`config.mk`:
```
export PLATFORM = sky130hd
export DESIGN_NAME = signed_int_to_decimal_ascii
export DESIGN_NICKNAME = d
export VERILOG_FILES = /design/src/rtl/sitda_pkg.sv /design/src/rtl/signed_int_to_decimal_ascii.sv
export SDC_FILE = /design/constraint.sdc
export NUM_CORES = 2
export LEC_CHECK = 0
export BUFFER_PORTS_ARGS = -buffer_cell sky130_fd_sc_hd__buf_2
export CORE_ASPECT_RATIO = 0.7
export CORE_MARGIN = 2
export CORE_UTILIZATION = 40
export DETAILED_ROUTE_END_ITERATION = 10
export PLACE_DENSITY = 0.67
export SLEW_MARGIN = 20
export SYNTH_ARGS = -nofsm -noshare
export SYNTH_HDL_FRONTEND = slang
export SYNTH_SLANG_ARGS = --single-unit
```
`constraint.sdc`:
```
create_clock -name clock -period 19.7 [get_ports clock]
set_input_delay 1.97 -clock clock [delete_from_list [all_inputs] [get_ports clock]]
set_output_delay 1.97 -clock clock [all_outputs]
set_load 0.005 [all_outputs]
```
`src/rtl/sitda_pkg.sv`:
```
`default_nettype none
// ----------------------------------------------------------------------------
// sitda_pkg
// Shared constants and helpers for the signed integer to decimal text block.
// ----------------------------------------------------------------------------
package sitda_pkg;

   localparam int unsigned VALUE_W   = 55;
   localparam int unsigned MAG_W     = 54;
   localparam int unsigned DIGITS    = 16;
   localparam int unsigned BCD_W     = 4 * DIGITS;
   localparam int unsigned STAGES    = 9;
   localparam int unsigned BITS_STEP = MAG_W / STAGES;
   localparam int unsigned IDX_W     = 4;
   localparam int unsigned CHAR_W    = 6;

   localparam logic [VALUE_W-1:0] SAFE_MAX   = 55'd9007199254740992;
   localparam logic [CHAR_W-1:0]  CHAR_ZERO  = 6'd48;
   localparam logic [CHAR_W-1:0]  CHAR_MINUS = 6'd45;

   typedef logic [BCD_W-1:0] bcd_type;

   // one shift-and-add-3 step of binary to bcd conversion
   function automatic bcd_type dd_step(input bcd_type bcd, input logic in_bit);
      bcd_type adj;
      adj = bcd;
      for (int i = 0; i < DIGITS; i++) begin
         if (adj[4*i +: 4] >= 4'd5) begin
            adj[4*i +: 4] = adj[4*i +: 4] + 4'd3;
         end
      end
      return {adj[BCD_W-2:0], in_bit};
   endfunction

endpackage
`default_nettype wire

```
`src/rtl/signed_int_to_decimal_ascii.sv`:
```
`default_nettype none
// ----------------------------------------------------------------------------
// signed_int_to_decimal_ascii
// Converts a signed integer to its decimal ascii text, one character a word.
// ----------------------------------------------------------------------------
// Usage:
//   req_ channel: one signed 55-bit value per word (req_valid/req_ready).
//   rsp_ channel: one character per word, '-' first for negative values,
//   then the digits most significant first without leading zeros; rsp_last
//   marks the final character. Magnitudes above 2^53 saturate to 2^53.
//   Path: a value passes an input register and nine double-dabble stages
//   (six bits each), is loaded into the serializer and its first character
//   then appears in the output register.
//   Throughput: the conversion pipeline takes a value every cycle unless
//   stalled; the serializer emits one character per cycle while the output
//   slot is free and loads a new value only after its last character.
//   Reset (synchronous, active high) clears all valid bits, the serializer
//   busy flag and rsp_valid; the data registers are not reset.
//   When the receiver stalls the output register holds its word, the
//   serializer waits, and the pipeline stops once its last stage is full,
//   dropping req_ready. Nothing is lost or repeated.
// ----------------------------------------------------------------------------
module signed_int_to_decimal_ascii (
   input  wire                          clock,
   input  wire                          reset,
   input  wire                          req_valid,
   output logic                         req_ready,
   input  wire  signed [sitda_pkg::VALUE_W-1:0] req_value,
   output logic                         rsp_valid,
   input  wire                          rsp_ready,
   output logic [sitda_pkg::CHAR_W-1:0] rsp_ascii_char,
   output logic                         rsp_last
);

   localparam int unsigned NS = sitda_pkg::STAGES;

   // conversion pipeline, stage 0 is the input register
   logic                         v_ff   [0:NS];
   logic                         neg_ff [0:NS];
   logic [sitda_pkg::MAG_W-1:0]  bin_ff [0:NS];
   sitda_pkg::bcd_type           bcd_ff [0:NS];
   sitda_pkg::bcd_type           bcd_in [1:NS];
   logic [sitda_pkg::MAG_W-1:0]  bin_in [1:NS];

   logic                         en;
   logic                         take;
   logic [sitda_pkg::VALUE_W-1:0] mag_full;
   logic [sitda_pkg::MAG_W-1:0]  mag_sat;

   // serializer and output register
   logic                         busy_ff, busy_in;
   logic                         sign_ff, sign_in;
   logic [sitda_pkg::IDX_W-1:0]  idx_ff, idx_in;
   sitda_pkg::bcd_type           dig_ff, dig_in;
   logic                         ov_ff, ov_in;
   logic [sitda_pkg::CHAR_W-1:0] och_ff, och_in;
   logic                         olast_ff, olast_in;
   logic [sitda_pkg::IDX_W-1:0]  top;
   logic                         slot_free;

   assign take      = v_ff[NS] && !busy_ff;
   assign en        = !v_ff[NS] || take;
   assign req_ready = en;

   always_comb begin
      mag_full = req_value[sitda_pkg::VALUE_W-1] ? (~req_value + 1'b1) : req_value;
      if (mag_full > sitda_pkg::SAFE_MAX) begin
         mag_sat = sitda_pkg::SAFE_MAX[sitda_pkg::MAG_W-1:0];
      end else begin
         mag_sat = mag_full[sitda_pkg::MAG_W-1:0];
      end
   end

   always_comb begin
      for (int s = 1; s <= NS; s++) begin
         bcd_in[s] = bcd_ff[s-1];
         bin_in[s] = bin_ff[s-1];
         for (int k = 0; k < sitda_pkg::BITS_STEP; k++) begin
            bcd_in[s] = sitda_pkg::dd_step(bcd_in[s], bin_in[s][sitda_pkg::MAG_W-1]);
            bin_in[s] = {bin_in[s][sitda_pkg::MAG_W-2:0], 1'b0};
         end
      end
   end

   always_ff @(posedge clock) begin
      if (reset) begin
         for (int s = 0; s <= NS; s++) begin
            v_ff[s] <= 1'b0;
         end
      end else if (en) begin
         v_ff[0] <= req_valid;
         for (int s = 1; s <= NS; s++) begin
            v_ff[s] <= v_ff[s-1];
         end
      end
   end

   always_ff @(posedge clock) begin
      if (en) begin
         neg_ff[0] <= req_value[sitda_pkg::VALUE_W-1];
         bin_ff[0] <= mag_sat;
         bcd_ff[0] <= '0;
         for (int s = 1; s <= NS; s++) begin
            neg_ff[s] <= neg_ff[s-1];
            bin_ff[s] <= bin_in[s];
            bcd_ff[s] <= bcd_in[s];
         end
      end
   end

   // position of the leading nonzero digit, zero for the value zero
   always_comb begin
      top = '0;
      for (int i = 0; i < sitda_pkg::DIGITS; i++) begin
         if (bcd_ff[NS][4*i +: 4] != 4'd0) begin
            top = sitda_pkg::IDX_W'(i);
         end
      end
   end

   assign slot_free = !ov_ff || rsp_ready;

   always_comb begin
      busy_in  = busy_ff;
      sign_in  = sign_ff;
      idx_in   = idx_ff;
      dig_in   = dig_ff;
      ov_in    = ov_ff && !rsp_ready;
      och_in   = och_ff;
      olast_in = olast_ff;
      if (take) begin
         busy_in = 1'b1;
         sign_in = neg_ff[NS];
         idx_in  = top;
         dig_in  = bcd_ff[NS];
      end else if (busy_ff && slot_free) begin
         ov_in = 1'b1;
         if (sign_ff) begin
            och_in   = sitda_pkg::CHAR_MINUS;
            olast_in = 1'b0;
            sign_in  = 1'b0;
         end else begin
            och_in   = sitda_pkg::CHAR_ZERO + {2'b00, dig_ff[4*idx_ff +: 4]};
            olast_in = (idx_ff == '0);
            if (idx_ff == '0) begin
               busy_in = 1'b0;
            end else begin
               idx_in = idx_ff - 1'b1;
            end
         end
      end
   end

   always_ff @(posedge clock) begin
      if (reset) begin
         busy_ff <= 1'b0;
         ov_ff   <= 1'b0;
      end else begin
         busy_ff <= busy_in;
         ov_ff   <= ov_in;
      end
   end

   always_ff @(posedge clock) begin
      sign_ff  <= sign_in;
      idx_ff   <= idx_in;
      dig_ff   <= dig_in;
      och_ff   <= och_in;
      olast_ff <= olast_in;
   end

   assign rsp_valid      = ov_ff;
   assign rsp_ascii_char = och_ff;
   assign rsp_last       = olast_ff;

endmodule
`default_nettype wire

```
==> impl_metrics.yaml <==
outcome:
  status: "finished, final reports clean"
cts:
  clock_sinks: 711
  cts_buffers: 82
  post_cts_buffers: 0
  cts-resized-gates: 0
  cts.root.buffer_cell: "clkbuf_16"
  clockBufferDepth: 3
  cts.reportedPaths.clkPinSlew_ps: 60
  ctsHoldBuffers: 0
  worstSkewPairLatency_ps: 710
  htree_levels: 3
  cts_tree: "built"
critical_path:
  slowest_stage: "xnor2_1"
  worstSetupEndpointType: "register"
  critPathArrivalTime_ps: 7250
  cp.required_ps: 20090
  rr_endpoint: "bcd_ff[6][39]$_DFFE_PN_"
  cpPeakStageDelay_ps: 780
  crit_family: "compound AO/OA/AOI/OAI gates"
  crit_path_max_fanout: 13
  reg2reg_depth: 23
  reg2reg_from: "bcd_ff[5][24]$_DFFE_PN_"
  criticalPathCategory: "reg -> reg"
  cp-start-kind: "register"
  path_buf_inv: 3
  r2r_slack_ps: 12850
  path_cells: "inv_1 > ha_1 > and2b_1 > o21ai_0 > or2_2 > nand2b_1 > xnor2_1 > inv_1 > mux2i_1 > o221ai_1 > o21ai_0 > xnor2_1 > inv_1 > ha_1 > o22ai_1 > nand2_1 > o211ai_1 > o21ai_0 > a21oi_1 > a21bo_2 > nor2_1 > a211oi_1 > a21oi_1"
final_layout:
  final_nets: 9119
  syn2layout_area_growth_pct: 7.55
  fillers: 17200
  multi_input_area_mm2: 0.0478
  drive_gt1_share_pct: 8.17
  final_cell_mix: "755 x a21oi_1, 752 x o21ai_0, 744 x nor2_1"
  final_common_cell: "a21oi_1"
  register_area_mm2: 0.0213
  fin_area_mm2: 0.0776
synthesis:
  synth_compound_area_share_pct: 27.9
  avgSynthCellArea_um2: 8.30
  async_flop_share_pct: 0
  synth_top_family_by_area: "compound AO/OA/AOI/OAI gates"
  synthXorXnorAreaFrac_pct: 5.96
  ys_seq_elements: 711
  synth_edf_count: 709
  synth.distinct_cells: 119
  synth_nets: 9151
  ys.flop_type: "edfxtp_1"
  synth_cells: 8692
  synth_adder_area_share_pct: 7.23
  ys_warn_count: 0
  syn-cell-area_mm2: 0.0722
  yosys-mux-area-fraction_pct: 6.49
  yosys.area_share.simple_pct: 18.5
  seq_area_frac_synth_pct: 29.6
global_route:
  grt_pass1_vias: 57800
  grt_max_degree: 195
  grt_pass1_wl_mm: 285
  grt_usage_pct: 18.0
  grt_remaining_overflow: 0
  antenna_found_initial: 12
die:
  io_pins: 68
  die_height_um: 359
  rows: 130
  die_area_mm2: 0.184
  die_w_um: 512
  start_util_pct: 40.3
  core-area_mm2: 0.179
run:
  cap_viol_max_count: 0
timing:
  hold_viol_final: 0
  tightest_slew_ps: 1120
  min_period_ps: 6850
  fin_crit_sh_pct: 34.8
  fin_setup_tns_ps: 0
  finalSetupViolations: 0
  maxSlewHeadroom_pct: 24.8
  fmax_ghz: 0.146
  clock_skew_ps: 32.5
  rsz0062_at_grt: "false"
  slew_violations: 0
placement:
  portBuffers: 66
  hpwl_mm: 131
  postPlaceCellArea_mm2: 0.0748
  place.gp.congestion: 0.885
worst_hold_path:
  hold_path_depth: 0
  hold_end: "bin_ff[2][34]$_DFFE_PN_"
  hp-start: "bin_ff[1][28]$_DFFE_PN_"
  hold_path.class: "reg -> reg"
drt:
  drc_errors: 0
  routed_via_density: 5.88
  wl_per_cell_um: 15.7
  drt_pre_antenna_iters: 8
  drtIter0Drc: 5688
  drt_wl_total_mm: 174
  vias: 65300
  ant_nets: 0
==> cell usage after synthesis, types with 41 or more instances <==
| cell | instances | area [um^2] |
|---|---|---|
| a211oi_1 | 140 | 1050 |
| a21boi_0 | 48 | 360 |
| a21o_1 | 107 | 803 |
| a21oi_1 | 755 | 3780 |
| a22oi_1 | 74 | 556 |
| a31o_2 | 56 | 490 |
| a31oi_1 | 211 | 1320 |
| and2_1 | 94 | 588 |
| and3_1 | 48 | 300 |
| clkbuf_1 | 185 | 694 |
| edfxtp_1 | 709 | 21300 |
| ha_1 | 400 | 5000 |
| inv_1 | 585 | 2200 |
| mux2_2 | 164 | 1850 |
| mux2i_1 | 230 | 2300 |
| nand2_1 | 729 | 2740 |
| nand2b_1 | 196 | 1230 |
| nand3_1 | 162 | 811 |
| nor2_1 | 744 | 2790 |
| nor2b_1 | 102 | 638 |
| nor3_1 | 200 | 1000 |
| nor3b_1 | 100 | 751 |
| nor4_1 | 45 | 282 |
| o211ai_1 | 112 | 841 |
| o21a_1 | 105 | 788 |
| o21ai_0 | 754 | 3770 |
| o21ai_1 | 56 | 280 |
| o21bai_1 | 86 | 646 |
| o221ai_1 | 41 | 359 |
| o22ai_1 | 77 | 482 |
| o31ai_1 | 87 | 653 |
| o32ai_1 | 41 | 359 |
| or2_2 | 87 | 544 |
| or3_1 | 56 | 350 |
| xnor2_1 | 329 | 2880 |
| xor2_1 | 140 | 1230 |
==> per-layer routing <==
layer,part of all wire [%],vias up,global-route usage (%)
li1,-,32600,-
met1,50,30800,27.2
met2,42,1768,27.1
met3,6.7,186,2.95
met4,1.2,12,2.81
met5,0.048,-,0
==> cell type report <==
type | count | area share, %
antenna | 1 | 0.00322
clock buffer | 96 | 2.77
clock inverter | 55 | 0.787
inverter | 595 | 2.88
multi-input combinational | 7178 | 61.5
sequential | 711 | 27.5
tap | 2376 | 3.83
timing repair buffer | 92 | 0.709
==> sequential cells by signal, indices dropped and copies added, names as in the netlist <==
| register | cells |
|---|---|
| bin_ff | 270 |
| rsp_last | 1 |
| busy_ff | 1 |
| rsp_valid | 1 |
| v_ff | 10 |
| sign_ff | 1 |
| bcd_ff | 344 |
| neg_ff | 10 |
| dig_ff | 64 |
| rsp_ascii_char | 5 |
| idx_ff | 4 |
==> worst max path at each step <==
stage                             from                       end  slack [ps]  depth (start not counted)
2_1_floorplan     busy_ff$_SDFFE_PP0P_  v_ff[0][0]$_SDFFCE_PN0P_        3920                          2
3_3_place_gp   bcd_ff[8][16]$_DFFE_PN_   bcd_ff[9][21]$_DFFE_PN_       13250                         21
3_5_place_dp    bcd_ff[8][0]$_DFFE_PN_   bcd_ff[9][12]$_DFFE_PN_       13050                         23
4_1_cts         bcd_ff[8][0]$_DFFE_PN_   bcd_ff[9][12]$_DFFE_PN_       13010                         23
5_1_grt        bcd_ff[8][16]$_DFFE_PN_   bcd_ff[9][21]$_DFFE_PN_       12160                         22
6_report       bcd_ff[5][24]$_DFFE_PN_   bcd_ff[6][39]$_DFFE_PN_       12850                         23
==> kinds of logic after synthesis <==
kind of cell | Yosys count
and+or+nand+nor | 2727
DFF | 711
other | 1
muxes | 420
AOI/OAI and AO/OA | 3128
buffers and inverters | 803
adders and majority gates | 421
xor gates and xnor gates | 481
==> metrics by stage <==
step | setup slack [ps] | hold WS [ps] | util (%) | std cells
after floorplan | 3920 | 400 | - | 8692
after global placement | 13250 | 401 | 41.7 | 11000
after detailed placement | 13050 | 405 | 41.7 | 11000
after CTS | 13010 | 417 | 43.3 | 11100
after global routing | 12160 | 420 | 43.3 | 11100
final | 12850 | 407 | 43.3 | 11100
Power is left out: the tool's default activity adds up to more than one toggle a clock period on the data nets, which glitch-free logic cannot reach.
